<file path="config.mk">
export PLATFORM = sky130hd
export DESIGN_NAME = bytecode_instruction_decoder_core
export DESIGN_NICKNAME = d
export VERILOG_FILES = /design/src/hw/rtl/bid_pkg.sv /design/src/hw/rtl/bid_decode.sv /design/src/hw/rtl/bid_obuf.sv /design/src/hw/rtl/bytecode_instruction_decoder_core.sv
export VERILOG_INCLUDE_DIRS = /design/src /design/src/hw/rtl
export SDC_FILE = /design/constraint.sdc
export NUM_CORES = 1
export LEC_CHECK = 0
export ABC_CLOCK_PERIOD_IN_PS = 7300
export BUFFER_PORTS_ARGS = -buffer_cell sky130_fd_sc_hd__clkbuf_2
export CAP_MARGIN = 15
export CORE_ASPECT_RATIO = 1.2
export CORE_UTILIZATION = 45
export DETAILED_ROUTE_END_ITERATION = 10
export GPL_TIMING_DRIVEN = 0
export PLACE_DENSITY = 0.65
export SETUP_SLACK_MARGIN = 0.05
export SYNTH_ARGS = -nofsm -noshare
export SYNTH_HDL_FRONTEND = slang
export SYNTH_SLANG_ARGS = --single-unit
</file>
<file path="constraint.sdc">
create_clock -name clk -period 7.3 [get_ports clk]
set_input_delay 0.365 -clock clk [delete_from_list [all_inputs] [get_ports clk]]
set_output_delay 0.365 -clock clk [all_outputs]
set_load 0.05 [all_outputs]
</file>
<file path="src/hw/rtl/bytecode_instruction_decoder_core_assert.svh">
// assertion macros for the bytecode instruction decoder
`ifndef BYTECODE_INSTRUCTION_DECODER_CORE_ASSERT_SVH
`define BYTECODE_INSTRUCTION_DECODER_CORE_ASSERT_SVH

// same-cycle implication, checked out of reset
`define BID_ASSERT_IMPL(label, clk, rst_n, ante, cons, msg) \
    label: assert property (@(posedge clk) disable iff (!rst_n) (ante) |-> (cons)) \
        else $error(msg);

// next-cycle implication, checked out of reset
`define BID_ASSERT_NEXT(label, clk, rst_n, ante, cons, msg) \
    label: assert property (@(posedge clk) disable iff (!rst_n) (ante) |=> (cons)) \
        else $error(msg);

`endif

</file>
<file path="src/hw/rtl/bid_pkg.sv">
// shared types and constants of the bytecode instruction decoder
`timescale 1ns / 1ps

package bid_pkg;

    localparam int DEFAULT_MAX_CODE_BYTES = 65536;

    localparam int IDX_W   = 17;
    localparam int START_W = 16;
    localparam int BYTE_W  = 8;
    localparam int ARG_W   = 32;
    localparam int HALF_W  = 16;
    localparam int STAT_W  = 2;
    localparam int CFG_IDX_W  = 2;
    localparam int CFG_DATA_W = 17;

    localparam logic [IDX_W-1:0]  CODE_LENGTH_RST   = '0;
    localparam logic [BYTE_W-1:0] ARG_THRESHOLD_RST = 8'd90;
    localparam logic [BYTE_W-1:0] EXTEND_OPCODE_RST = 8'd143;

    // configuration register indexes
    localparam logic [CFG_IDX_W-1:0] CFG_CODE_LENGTH   = 2'd0;
    localparam logic [CFG_IDX_W-1:0] CFG_ARG_THRESHOLD = 2'd1;
    localparam logic [CFG_IDX_W-1:0] CFG_EXTEND_OPCODE = 2'd2;

    // result status codes
    localparam logic [STAT_W-1:0] STATUS_OK         = 2'd0;
    localparam logic [STAT_W-1:0] STATUS_ARG_END    = 2'd1;
    localparam logic [STAT_W-1:0] STATUS_PFX_END    = 2'd2;
    localparam logic [STAT_W-1:0] STATUS_PFX_NO_ARG = 2'd3;

    typedef enum logic [2:0] {
        PH_OPCODE   = 3'd0,
        PH_ARG_LO   = 3'd1,
        PH_ARG_HI   = 3'd2,
        PH_PFX_LO   = 3'd3,
        PH_PFX_HI   = 3'd4,
        PH_INNER    = 3'd5,
        PH_INNER_LO = 3'd6,
        PH_INNER_HI = 3'd7
    } phase_t;

    typedef struct packed {
        logic [BYTE_W-1:0] code_byte;
        logic              string_start;
    } in_item_t;

    typedef struct packed {
        logic [START_W-1:0] instr_start;
        logic [BYTE_W-1:0]  opcode_value;
        logic [ARG_W-1:0]   argument;
        logic [IDX_W-1:0]   next_start;
        logic [STAT_W-1:0]  status;
    } out_item_t;

    typedef struct packed {
        logic [IDX_W-1:0]  code_length;
        logic [BYTE_W-1:0] arg_threshold;
        logic [BYTE_W-1:0] extend_opcode;
    } cfg_t;

    typedef struct packed {
        logic   halted;
        phase_t phase;
    } dec_stat_t;

endpackage

</file>
<file path="src/hw/rtl/bid_decode.sv">
// byte-wise decode state machine: phase, index and argument state
`timescale 1ns / 1ps

module bid_decode #(
    parameter int MAX_CODE_BYTES = bid_pkg::DEFAULT_MAX_CODE_BYTES
) (
    input  logic                clk,
    input  logic                rst_n,
    input  logic                accept,
    input  bid_pkg::in_item_t   item,
    input  bid_pkg::cfg_t       cfg,
    output logic                res_valid,
    output bid_pkg::out_item_t  res,
    output bid_pkg::dec_stat_t  stat
);
    import bid_pkg::*;

    // compare width: holds index plus five and the clamp limit
    localparam int LIM_W = $clog2(MAX_CODE_BYTES + 1);
    localparam int CMP_W = (LIM_W > IDX_W + 1) ? LIM_W : IDX_W + 1;

    phase_t            phase_reg, phase_next, phase_eff;
    logic [IDX_W-1:0]  byte_index_reg, byte_index_next, idx;
    logic [BYTE_W-1:0] held_opcode_reg, held_opcode_next;
    logic [ARG_W-1:0]  arg_accum_reg, arg_accum_next;
    logic [IDX_W-1:0]  start_index_reg, start_index_next;
    logic              halted_reg, halted_next, halted_eff;

    logic [CMP_W-1:0]  len_raw, len_max, len_eff, idx_ext;
    logic [BYTE_W-1:0] b;
    logic              thr_hit, is_ext, at_end, arg_end, pfx_end;
    logic              advance;

    assign b          = item.code_byte;
    assign idx        = item.string_start ? '0 : byte_index_reg;
    assign phase_eff  = item.string_start ? PH_OPCODE : phase_reg;
    assign halted_eff = item.string_start ? 1'b0 : halted_reg;

    assign len_raw = CMP_W'(cfg.code_length);
    assign len_max = CMP_W'(MAX_CODE_BYTES);
    assign len_eff = (len_raw > len_max) ? len_max : len_raw;
    assign idx_ext = CMP_W'(idx);

    assign thr_hit = (b >= cfg.arg_threshold);
    assign is_ext  = (b == cfg.extend_opcode);
    assign at_end  = (idx_ext >= len_eff);
    assign arg_end = (idx_ext + CMP_W'(2) >= len_eff);
    assign pfx_end = (idx_ext + CMP_W'(5) >= len_eff);

    // next phase
    always_comb
    begin
        phase_next = phase_eff;
        if (!halted_eff)
        begin
            case (phase_eff)
                PH_OPCODE:
                begin
                    if (!at_end && thr_hit && !arg_end)
                        phase_next = is_ext ? (pfx_end ? PH_OPCODE : PH_PFX_LO) : PH_ARG_LO;
                    else
                        phase_next = PH_OPCODE;
                end
                PH_ARG_LO:   phase_next = PH_ARG_HI;
                PH_ARG_HI:   phase_next = PH_OPCODE;
                PH_PFX_LO:   phase_next = PH_PFX_HI;
                PH_PFX_HI:   phase_next = PH_INNER;
                PH_INNER:    phase_next = thr_hit ? PH_INNER_LO : PH_OPCODE;
                PH_INNER_LO: phase_next = PH_INNER_HI;
                PH_INNER_HI: phase_next = PH_OPCODE;
                default:     phase_next = PH_OPCODE;
            endcase
        end
    end

    // datapath and result
    always_comb
    begin
        held_opcode_next = held_opcode_reg;
        arg_accum_next   = arg_accum_reg;
        start_index_next = start_index_reg;
        halted_next      = halted_eff;
        advance          = !halted_eff;
        res_valid        = 1'b0;
        res.opcode_value = b;
        res.argument     = '0;
        res.next_start   = idx + IDX_W'(1);
        res.status       = STATUS_OK;
        if (!halted_eff)
        begin
            case (phase_eff)
                PH_OPCODE:
                begin
                    if (at_end)
                        advance = 1'b0;
                    else
                    begin
                        start_index_next = idx;
                        if (!thr_hit)
                            res_valid = 1'b1;
                        else if (arg_end)
                        begin
                            res_valid   = 1'b1;
                            res.status  = STATUS_ARG_END;
                            halted_next = 1'b1;
                        end
                        else if (is_ext)
                        begin
                            if (pfx_end)
                            begin
                                res_valid      = 1'b1;
                                res.status     = STATUS_PFX_END;
                                res.next_start = idx + IDX_W'(3);
                                halted_next    = 1'b1;
                            end
                        end
                        else
                            held_opcode_next = b;
                    end
                end
                PH_ARG_LO, PH_PFX_LO:
                    arg_accum_next = ARG_W'(b);
                PH_ARG_HI, PH_INNER_HI:
                begin
                    arg_accum_next   = arg_accum_reg | (ARG_W'(b) << BYTE_W);
                    res_valid        = 1'b1;
                    res.opcode_value = held_opcode_reg;
                    res.argument     = arg_accum_next;
                end
                PH_PFX_HI:
                    arg_accum_next = arg_accum_reg | (ARG_W'(b) << BYTE_W);
                PH_INNER:
                begin
                    if (!thr_hit)
                    begin
                        res_valid      = 1'b1;
                        res.status     = STATUS_PFX_NO_ARG;
                        res.next_start = start_index_reg + IDX_W'(3);
                        halted_next    = 1'b1;
                    end
                    else
                    begin
                        held_opcode_next = b;
                        arg_accum_next   = arg_accum_reg << HALF_W;
                    end
                end
                PH_INNER_LO:
                    arg_accum_next = arg_accum_reg | ARG_W'(b);
                default:
                    arg_accum_next = arg_accum_reg;
            endcase
        end
        if (halted_next)
            advance = 1'b0;
        byte_index_next = advance ? idx + IDX_W'(1) : idx;
        res.instr_start = start_index_next[START_W-1:0];
    end

    always_ff @(posedge clk or negedge rst_n)
    begin
        if (!rst_n)
        begin
            phase_reg       <= PH_OPCODE;
            byte_index_reg  <= '0;
            held_opcode_reg <= '0;
            arg_accum_reg   <= '0;
            start_index_reg <= '0;
            halted_reg      <= 1'b0;
        end
        else if (accept)
        begin
            phase_reg       <= phase_next;
            byte_index_reg  <= byte_index_next;
            held_opcode_reg <= held_opcode_next;
            arg_accum_reg   <= arg_accum_next;
            start_index_reg <= start_index_next;
            halted_reg      <= halted_next;
        end
    end

    assign stat.halted = halted_reg;
    assign stat.phase  = phase_reg;

endmodule

</file>
<file path="src/hw/rtl/bid_obuf.sv">
// result register with a skid stage behind it
`timescale 1ns / 1ps

module bid_obuf (
    input  logic                clk,
    input  logic                rst_n,
    input  logic                push,
    input  bid_pkg::out_item_t  push_data,
    output logic                push_ready,
    output logic                out_valid,
    input  logic                out_ready,
    output bid_pkg::out_item_t  out_data,
    output logic                skid_full
);
    import bid_pkg::*;

    logic      out_valid_reg, skid_valid_reg;
    out_item_t out_data_reg, skid_data_reg;
    logic      out_free;

    assign out_free   = !out_valid_reg || out_ready;
    assign push_ready = !skid_valid_reg;

    always_ff @(posedge clk or negedge rst_n)
    begin
        if (!rst_n)
        begin
            out_valid_reg  <= 1'b0;
            skid_valid_reg <= 1'b0;
        end
        else if (out_free)
        begin
            out_valid_reg  <= skid_valid_reg || push;
            skid_valid_reg <= skid_valid_reg && push;
        end
        else if (push)
            skid_valid_reg <= 1'b1;
    end

    always_ff @(posedge clk)
    begin
        if (out_free)
        begin
            out_data_reg  <= skid_valid_reg ? skid_data_reg : push_data;
            skid_data_reg <= push_data;
        end
        else if (push)
            skid_data_reg <= push_data;
    end

    assign out_valid = out_valid_reg;
    assign out_data  = out_data_reg;
    assign skid_full = skid_valid_reg;

endmodule

</file>
<file path="src/hw/rtl/bytecode_instruction_decoder_core.sv">
// top level of the bytecode instruction decoder
`timescale 1ns / 1ps

// bytecode instruction decoder
// - in channel: one code byte per transfer, string_start marks the first byte of
//   a code string and restarts the index, the phase and the error halt
// - out channel: one decoded instruction (start, opcode, argument, next index,
//   status) per completed instruction or per error; nothing while halted
// - cfg channel: always ready, index 0 code length, 1 argument threshold,
//   2 extended-argument opcode; write only while the block is idle
// - throughput: one byte per cycle while in_ready is high; the decode state
//   machine updates in the cycle of the transfer and the result lands in the
//   output register that drives out, or in the skid stage while out is held
// - stall: a two-entry buffer (output register plus skid stage) sits in front of
//   out, so bytes keep flowing while one result waits; in_ready drops only when
//   both entries hold results
// - reset: decoder returns to the opcode phase at index 0, code length 0,
//   threshold 90, prefix opcode 143, buffers empty
module bytecode_instruction_decoder_core #(
    parameter int MAX_CODE_BYTES = bid_pkg::DEFAULT_MAX_CODE_BYTES
) (
    input  logic                              clk,
    input  logic                              rst_n,
    input  logic                              in_valid,
    output logic                              in_ready,
    input  bid_pkg::in_item_t                 in_data,
    output logic                              out_valid,
    input  logic                              out_ready,
    output bid_pkg::out_item_t                out_data,
    input  logic                              cfg_valid,
    output logic                              cfg_ready,
    input  logic [bid_pkg::CFG_IDX_W-1:0]     cfg_index,
    input  logic [bid_pkg::CFG_DATA_W-1:0]    cfg_data
);
    import bid_pkg::*;

    `include "bytecode_instruction_decoder_core_assert.svh"

    cfg_t      cfg_reg;
    logic      in_accept;
    logic      dec_valid;
    out_item_t dec_item;
    dec_stat_t dec_stat;
    logic      skid_full;

    // configuration registers, writes always taken
    assign cfg_ready = 1'b1;

    always_ff @(posedge clk or negedge rst_n)
    begin
        if (!rst_n)
        begin
            cfg_reg.code_length   <= CODE_LENGTH_RST;
            cfg_reg.arg_threshold <= ARG_THRESHOLD_RST;
            cfg_reg.extend_opcode <= EXTEND_OPCODE_RST;
        end
        else if (cfg_valid)
        begin
            case (cfg_index)
                CFG_CODE_LENGTH:   cfg_reg.code_length   <= cfg_data[IDX_W-1:0];
                CFG_ARG_THRESHOLD: cfg_reg.arg_threshold <= cfg_data[BYTE_W-1:0];
                CFG_EXTEND_OPCODE: cfg_reg.extend_opcode <= cfg_data[BYTE_W-1:0];
                default:           cfg_reg <= cfg_reg;
            endcase
        end
    end

    // byte transfer happens when in_valid is high and the skid stage has room
    assign in_accept = in_valid && in_ready;

    bid_decode #(
        .MAX_CODE_BYTES(MAX_CODE_BYTES)
    ) u_decode (
        .clk       (clk),
        .rst_n     (rst_n),
        .accept    (in_accept),
        .item      (in_data),
        .cfg       (cfg_reg),
        .res_valid (dec_valid),
        .res       (dec_item),
        .stat      (dec_stat)
    );

    // result only pushed on a real byte transfer
    bid_obuf u_obuf (
        .clk        (clk),
        .rst_n      (rst_n),
        .push       (in_accept && dec_valid),
        .push_data  (dec_item),
        .push_ready (in_ready),
        .out_valid  (out_valid),
        .out_ready  (out_ready),
        .out_data   (out_data),
        .skid_full  (skid_full)
    );

    // skid stage only fills behind a held output
    `BID_ASSERT_IMPL(a_skid_behind_out, clk, rst_n, skid_full, out_valid, "skid full, output empty")

    // an error result halts the decoder
    `BID_ASSERT_NEXT(a_err_halts, clk, rst_n, in_accept && dec_valid && dec_item.status != STATUS_OK, dec_stat.halted, "error result without halt")

    // error results carry a zero argument
    `BID_ASSERT_IMPL(a_err_zero_arg, clk, rst_n, dec_valid && dec_item.status != STATUS_OK, dec_item.argument == '0, "error result with argument")

    // a halted decoder always sits in the opcode phase
    `BID_ASSERT_IMPL(a_halt_phase, clk, rst_n, dec_stat.halted, dec_stat.phase == PH_OPCODE, "halted outside opcode phase")

endmodule
</file>
==> metrics.txt, run 1 <==
outcome finished with violations; failing checks DRC; Final Max Tran Viols 0; syn_nets 1378; clk buf depth 3; Worst Setup Start Kind input pin; multi-input logic area 6520 um2; Comb pwr share 33.7%; Power Internal 0.00330 W; Die X 165 um; largest net degree at the start of global routing 74; kind of critical path in2reg; Worst-path clk slew 60 ps; Fillers 2802; average cell area after synthesis 11.1 um2; antenna violations before repair 0; leakage 7.15 nW; P&R area growth vs syn 14.4%; Initial Util 45.6%; routed len/inst 21.1 um; setup ws final 591 ps; WP data arrival 7020 ps; post-synthesis register bit count 263; dpl ws -453 ps; GPL Wtd Cong 0.949; Via density 5.75; Core ar. 31300 um2; DP HPWL 29500 um; Hold Crit Start cfg_data[16]; row count 71; DRC violations left 2; CTS Buf Count 27; all-layer global routing usage 24.5%; vias in the first global route 10300; diodes inserted 0; peak fanout along the critical path 10; clock network fraction of design power 25.1%; max_cap viols 0; Storage cell area 7340 um2; library cells used by synthesis 80; prevailing post-synth register cell edfxtp_1; Syn Std Cell Area 14300 um2; share of layout cells above drive strength 1 22.0%; Worst setup EP type flip-flop; Final Hold Violating Endpoints 0; io pins 111; CP Launch Point in_data[0]; Required @ worst endpoint 7610 ps; Die Area 32400 um2; Tmin final 6710 ps; Power Density 329 nW/um2; net switching power 0.00207 W; TritonCTS clock tree yes; RSZ-0062 raised after global routing no; antenna-violating nets left 0; Net Sw Frac 38.5%; Die H 197 um; CTS sink cnt 263; clk_lat worst skew 560 ps; warnings from Yosys 0; Via Count 10600; post-synthesis sequential area ratio 51.5%; Synth Instances 1284; Final setup viols 0; Slew @ Worst Pin 980 ps; Post-synth EDFFs 150; root buf cell clkbuf_16; fmax 0.149 GHz; first-pass GRT wire length 60300 um; Async SR Flop Fraction 43.0%; total wire length 39100 um; R2R Path Start u_decode.byte_index_reg[0]$_DFFE_PN0P_; GR Overflow Total 0; period utilization 91.9%; Max IR drop VDD 0.000431 V; NumNets Final 1522; design area 16300 um2; drt pass-1 iters 11; Max transition margin 34.1%; Seq pwr share 41.2%; Placed Area 15400 um2; DRT iter0 DRCs 929; skew final 9.64 ps; # H-tree levels 1; worst min path class in2reg; port bufs 109
-- final timing paths --
| check | endpoint | slack [ps] | cells after the start |
|---|---|---|---|
| worst max-delay path | u_obuf.out_data[7]$_DFFE_PP_ | 590 | 23 |
| worst min-delay path | cfg_reg[32]$_DFFE_PN0P_ | 30 | 3 |
| worst max register to register | u_obuf.out_data[7]$_DFFE_PP_ | 1160 | 19 |
| worst min register to register | u_decode.arg_accum_reg[28]$_DFFE_PN0P_ | 460 | 2 |
| max in group asynchronous | cfg_reg[1]$_DFFE_PN1P_ | 6250 | 3 |
| min in group asynchronous | u_decode.start_index_reg[2]$_DFFE_PN0P_ | 300 | 2 |
-- worst max-delay path, stage by stage --
cell	delay (ps)
clkbuf_2	180
clkbuf_1	450
clkbuf_2	380
clkbuf_1	450
buf_1	470
nand2b_1	430
inv_1	150
ha_1	350
o2111ai_1	510
or2_2	240
nor2_1	60
xnor2_1	190
ha_1	280
a21o_1	180
a21oi_1	160
o21ai_0	110
a211o_1	400
o31a_1	320
buf_4	180
nand3_2	170
mux2_1	360
a221o_1	320
mux2_2	280
-- final cells by class --
type	count	share of cell area (%)
clock inverters	12	0.698
multi-input cells	913	39.9
clock buffers	38	4.58
repair buffers	115	4.04
inverters	37	0.851
flip-flops and latches	263	45.0
plain buffers	71	1.82
well taps	401	3.07
-- cells in the mapped netlist, drive strengths merged, types with 7 or more instances --
| cell | count | area (um2) |
|---|---|---|
| xor2 | 29 | 254 |
| nor3 | 22 | 121 |
| dfrtp | 104 | 2600 |
| mux2i | 8 | 80.1 |
| nand2b | 16 | 100 |
| o31ai | 8 | 78.8 |
| nand4 | 22 | 144 |
| o21ai | 60 | 304 |
| edfxtp | 150 | 4500 |
| clkbuf | 55 | 206 |
| nand2 | 148 | 556 |
| ha | 61 | 763 |
| nand3 | 49 | 250 |
| o211ai | 8 | 60.1 |
| mux2 | 124 | 1400 |
| inv | 34 | 128 |
| nor2b | 14 | 87.6 |
| xnor2 | 42 | 368 |
| and2 | 30 | 188 |
| nor2 | 68 | 263 |
| buf | 16 | 88.8 |
| a21oi | 41 | 205 |
| a22o | 18 | 158 |
| o21a | 12 | 90.1 |
| and3 | 9 | 56.3 |
| a31oi | 12 | 75.1 |
| a21o | 11 | 82.6 |
| dfstp | 9 | 236 |
| nand3b | 7 | 68.8 |
| nor4 | 14 | 87.6 |
-- power by group through the flow --
stage / sequential, W / clock (W) / combinational [W]
5_1_grt: 0.00226 / 0.00143 / 0.00194
3_5_place_dp: 0.00224 / 0 / 0.00180
3_3_place_gp: 0.00225 / 0 / 0.00175
2_1_floorplan: 0.00269 / 0 / 0.000825
4_1_cts: 0.00222 / 0.00138 / 0.00181
6_report: 0.00222 / 0.00135 / 0.00181
-- logic make-up (layout without fill, tap and decap cells) --
| logic type | Yosys count | in the layout | synth area share [%] |
|---|---|---|---|
| AND/OR/NAND/NOR | 422 | 422 | 14.6 |
| flip-flops | 263 | 263 | 51.5 |
| AO/OA/AOI/OAI | 226 | 226 | 10.8 |
| multiplexers | 132 | 132 | 10.3 |
| buffers and inverters | 108 | 273 | 3.04 |
| XOR/XNOR | 71 | 71 | 4.36 |
| adder cells (fa/ha/maj) | 61 | 61 | 5.35 |
| other | 1 | 1 | 0.0263 |
-- through the flow --
stage	TNS [ps]	utilization [%]	power [W]	instances	hold slack, ps
after floorplan	0	-	0.00352	1284	69.4
after global placement	-139950	49.0	0.00400	1794	444
after detailed placement	-7330	49.4	0.00404	1798	330
after CTS	0	52.1	0.00540	1849	13.0
after global routing	0	52.2	0.00563	1850	33.3
final	0	52.2	0.00537	1850	28.1
-- cell usage in the layout, fill, tap and decap left out, types with 21 or more instances in the layout --
cell type | synthesis | final
mux2_2 | 123 | 123
clkbuf_1 | 55 | 62
nand4_1 | 21 | 21
edfxtp_1 | 150 | 150
and2_1 | 30 | 30
nor2_1 | 67 | 67
nor3_1 | 21 | 21
clkbuf_16 | 0 | 27
ha_1 | 61 | 61
dfrtp_1 | 104 | 104
xor2_1 | 29 | 29
nand2_1 | 148 | 148
clkbuf_2 | 0 | 109
xnor2_1 | 42 | 42
nand3_1 | 48 | 48
inv_1 | 33 | 33
o21ai_0 | 56 | 56
a21oi_1 | 41 | 41
-- metal layers --
layer  global-route usage (%)  wire length, um
met1                     33.6            17000
met2                     40.0            18500
met3                     2.69             2170
met4                     8.70             1340
met5                        0                0
-- what timing repair did --
action	in CTS	in global routing
hold buffers	1	0
setup endpoints to repair	0	18
gates resized for setup	0	3
endpoints found under the hold margin	40	0
buffers inserted	0	1
Power figures use the tool's default switching activity.
==> run 2: changes to the inputs <==
Settings changed: CORE_MARGIN set to 8.
==> run 2 against run 1 <==
Effect of this change:
- the flow now finishes without violations
- combinational power about the same
- flip-flop and latch count unchanged
- global-route usage decreased by 3.5 points
- setup slack about the same
- fmax about the same
- register-to-register slack got worse by 110 ps
- critical path depth decreased by 1
- clock power increased by 7%
- sequential power about the same
- core utilization increased by 0.20 points
- sequential share of layout area decreased by 0.17 points
- hold slack got worse by 2.9 ps
- critical path type unchanged
==> metrics.txt, run 2 (synthesis results as in run 1) <==
CTS sink cnt 263 (unchanged); Final Max Tran Viols 0 (unchanged); TritonCTS clock tree yes; most frequent cells in the layout edfxtp_1, nand2_1, mux2_2; DRT iter0 DRCs 914 (-1.6%); Final setup viols 0 (unchanged); peak fanout along the critical path 17 (+7); Worst-path clk slew 60 ps (about the same); CTS Buf Count 28 (+3.7%); period utilization 91.9% (about the same); drt pass-1 iters 6 (-5); Max transition margin 33.3% (-0.87 points); diodes inserted 0 (unchanged); all-layer global routing usage 21.0% (-3.5 points); Via Count 10600 (-0.29%); first-pass GRT wire length 62000 um (+2.7%); worst min path class in2reg; commonest non-fill, non-tap cell in the layout edfxtp_1; routed len/inst 21.4 um (+1.5%); RSZ-0062 raised after global routing no; antenna-violating nets left 0 (unchanged); Final Non-Filler Cells 1850 (unchanged); DP HPWL 30200 um (+2.5%); DRC violations left 0 (-2); Fin Setup TNS 0 ps (unchanged); Hold Slack 25.1 ps (-2.94 ps); Required @ worst endpoint 7740 ps (+130 ps); WP data arrival 7150 ps (+130 ps); Die X 179 um (+8.5%); Slew @ Worst Pin 993 ps (+12.9 ps); critical path, cell by cell clkbuf_2 -> clkbuf_1 -> clkbuf_1 -> buf_1 -> nand2b_1 -> inv_1 -> ha_1 -> o2111ai_1 -> or2_2 -> nor2_1 -> xnor2_1 -> ha_1 -> a21o_1 -> a21oi_1 -> o21ai_0 -> a211o_1 -> o31ai_4 -> nand4_1 -> a31oi_1 -> buf_2 -> a32oi_1 -> a311oi_1; clk_lat worst skew 560 ps (about the same); antenna violations before repair 0 (unchanged); GPL Wtd Cong 0.939 (-1.1%); NumNets Final 1521 (-0.066%); Via density 5.73 (-0.29%); Die Area 37700 um2 (+16%); clk buf depth 3 (unchanged); share of layout cells above drive strength 1 22.1% (+0.069 points); Final Hold Violating Endpoints 0 (unchanged); skew final 18.7 ps (+9.08 ps); Power Density 334 nW/um2 (+1.3%); Initial Util 45.6% (unchanged); Core ar. 31300 um2 (unchanged); Worst path max stage delay 590 ps (+80 ps); vias in the first global route 10600 (+3.2%); Max IR drop VDD 0.000299 V (-31%); Worst setup EP type flip-flop; largest net degree at the start of global routing 65 (-12%); Die H 211 um (+7.1%); Tmin final 6710 ps (-0.231 ps); GR Overflow Total 0 (unchanged); fmax 0.149 GHz (about the same); io pins 111 (unchanged); row count 71 (unchanged); # H-tree levels 1 (unchanged); root buf cell clkbuf_16; Final Power 0.00546 W (+1.7%); slowest CP cell o31ai_4; Worst Setup Start Kind input pin; outcome completed; Inst Count DP 1798 (unchanged); kind of critical path in2reg; Fillers 2770 (-1.1%); max_cap viols 0 (unchanged); Post-CTS Setup Bufs 0 (unchanged); total wire length 39700 um (+1.5%); leakage 7.18 nW (+0.41%); P&R area growth vs syn 14.8%; port bufs 109 (unchanged)
run 2: changes by cell type in the layout (fill, tap and decap cells not counted), sizes merged:
| cell | change |
|---|---|
| bufinv | +1 |
| clkbuf | +2 |
| inv | -2 |
| buf | -1 |
run 2: worst max-delay path: cells and delay by family:
kind	cells	cell delay (ps)
xor+xnor	1	160
simple gates	4	880
fa+ha+maj	2	620
buf+inv	6	2280
compound gates	9	2810
run 2: metal layers:
metal  wire length (um)  vias up  track usage, %
met4               1540        0            8.96
li1                   -     4971               -
met3               2370       88            2.63
met1              17200     5174            28.1
met5                  0        -               0
met2              18600      374            33.9
run 2: layout make-up:
type | instances | area, um2 | share of cell area (%)
repair buffers | 114 | 652 | 3.98
inverters | 37 | 139 | 0.848
clock inverters | 11 | 131 | 0.802
clock buffers | 41 | 810 | 4.94
multi-input cells | 913 | 6510 | 39.8
plain buffers | 70 | 292 | 1.78
well taps | 401 | 502 | 3.06
flip-flops and latches | 263 | 7340 | 44.8
run 2: stage by stage:
| stage | utilization (%) | instance area, um2 | setup WS [ps] |
|---|---|---|---|
| 2_1_floorplan | - | 14300 | 986 |
| 3_3_place_gp | 49.0 | 15300 | -1840 |
| 3_5_place_dp | 49.4 | 15400 | -209 |
| 4_1_cts | 52.4 | 16400 | 361 |
| 5_1_grt | 52.4 | 16400 | 222 |
| 6_report | 52.4 | 16400 | 591 |
run 2: final timing paths:
path	startpoint	to	slack, ps	depth (start not counted)
min	cfg_data[16]	cfg_reg[32]$_DFFE_PN0P_	30	3
max	in_data[0]	u_decode.byte_index_reg[15]$_DFFE_PN0P_	590	22
max in group asynchronous	rst_n	cfg_reg[7]$_DFFE_PN1P_	6220	3
max reg2reg	u_decode.byte_index_reg[0]$_DFFE_PN0P_	u_decode.byte_index_reg[15]$_DFFE_PN0P_	1050	19
min reg2reg	u_decode.arg_accum_reg[28]$_DFFE_PN0P_	u_decode.arg_accum_reg[28]$_DFFE_PN0P_	460	2
min in group asynchronous	rst_n	u_decode.start_index_reg[1]$_DFFE_PN0P_	340	2
run 2: power breakdown:
part | switching (W) | internal (W)
Sequential | 0.000167 | 0.00205
Clock | 0.000591 | 0.000844
Combinational | 0.00132 | 0.000501
run 2: repair_timing:
item                                    4_1_cts  5_1_grt
endpoints found under the setup margin        0       16
gates resized for setup                       0        0
hold endpoints to repair                     49        0
hold buffers                                  1        0
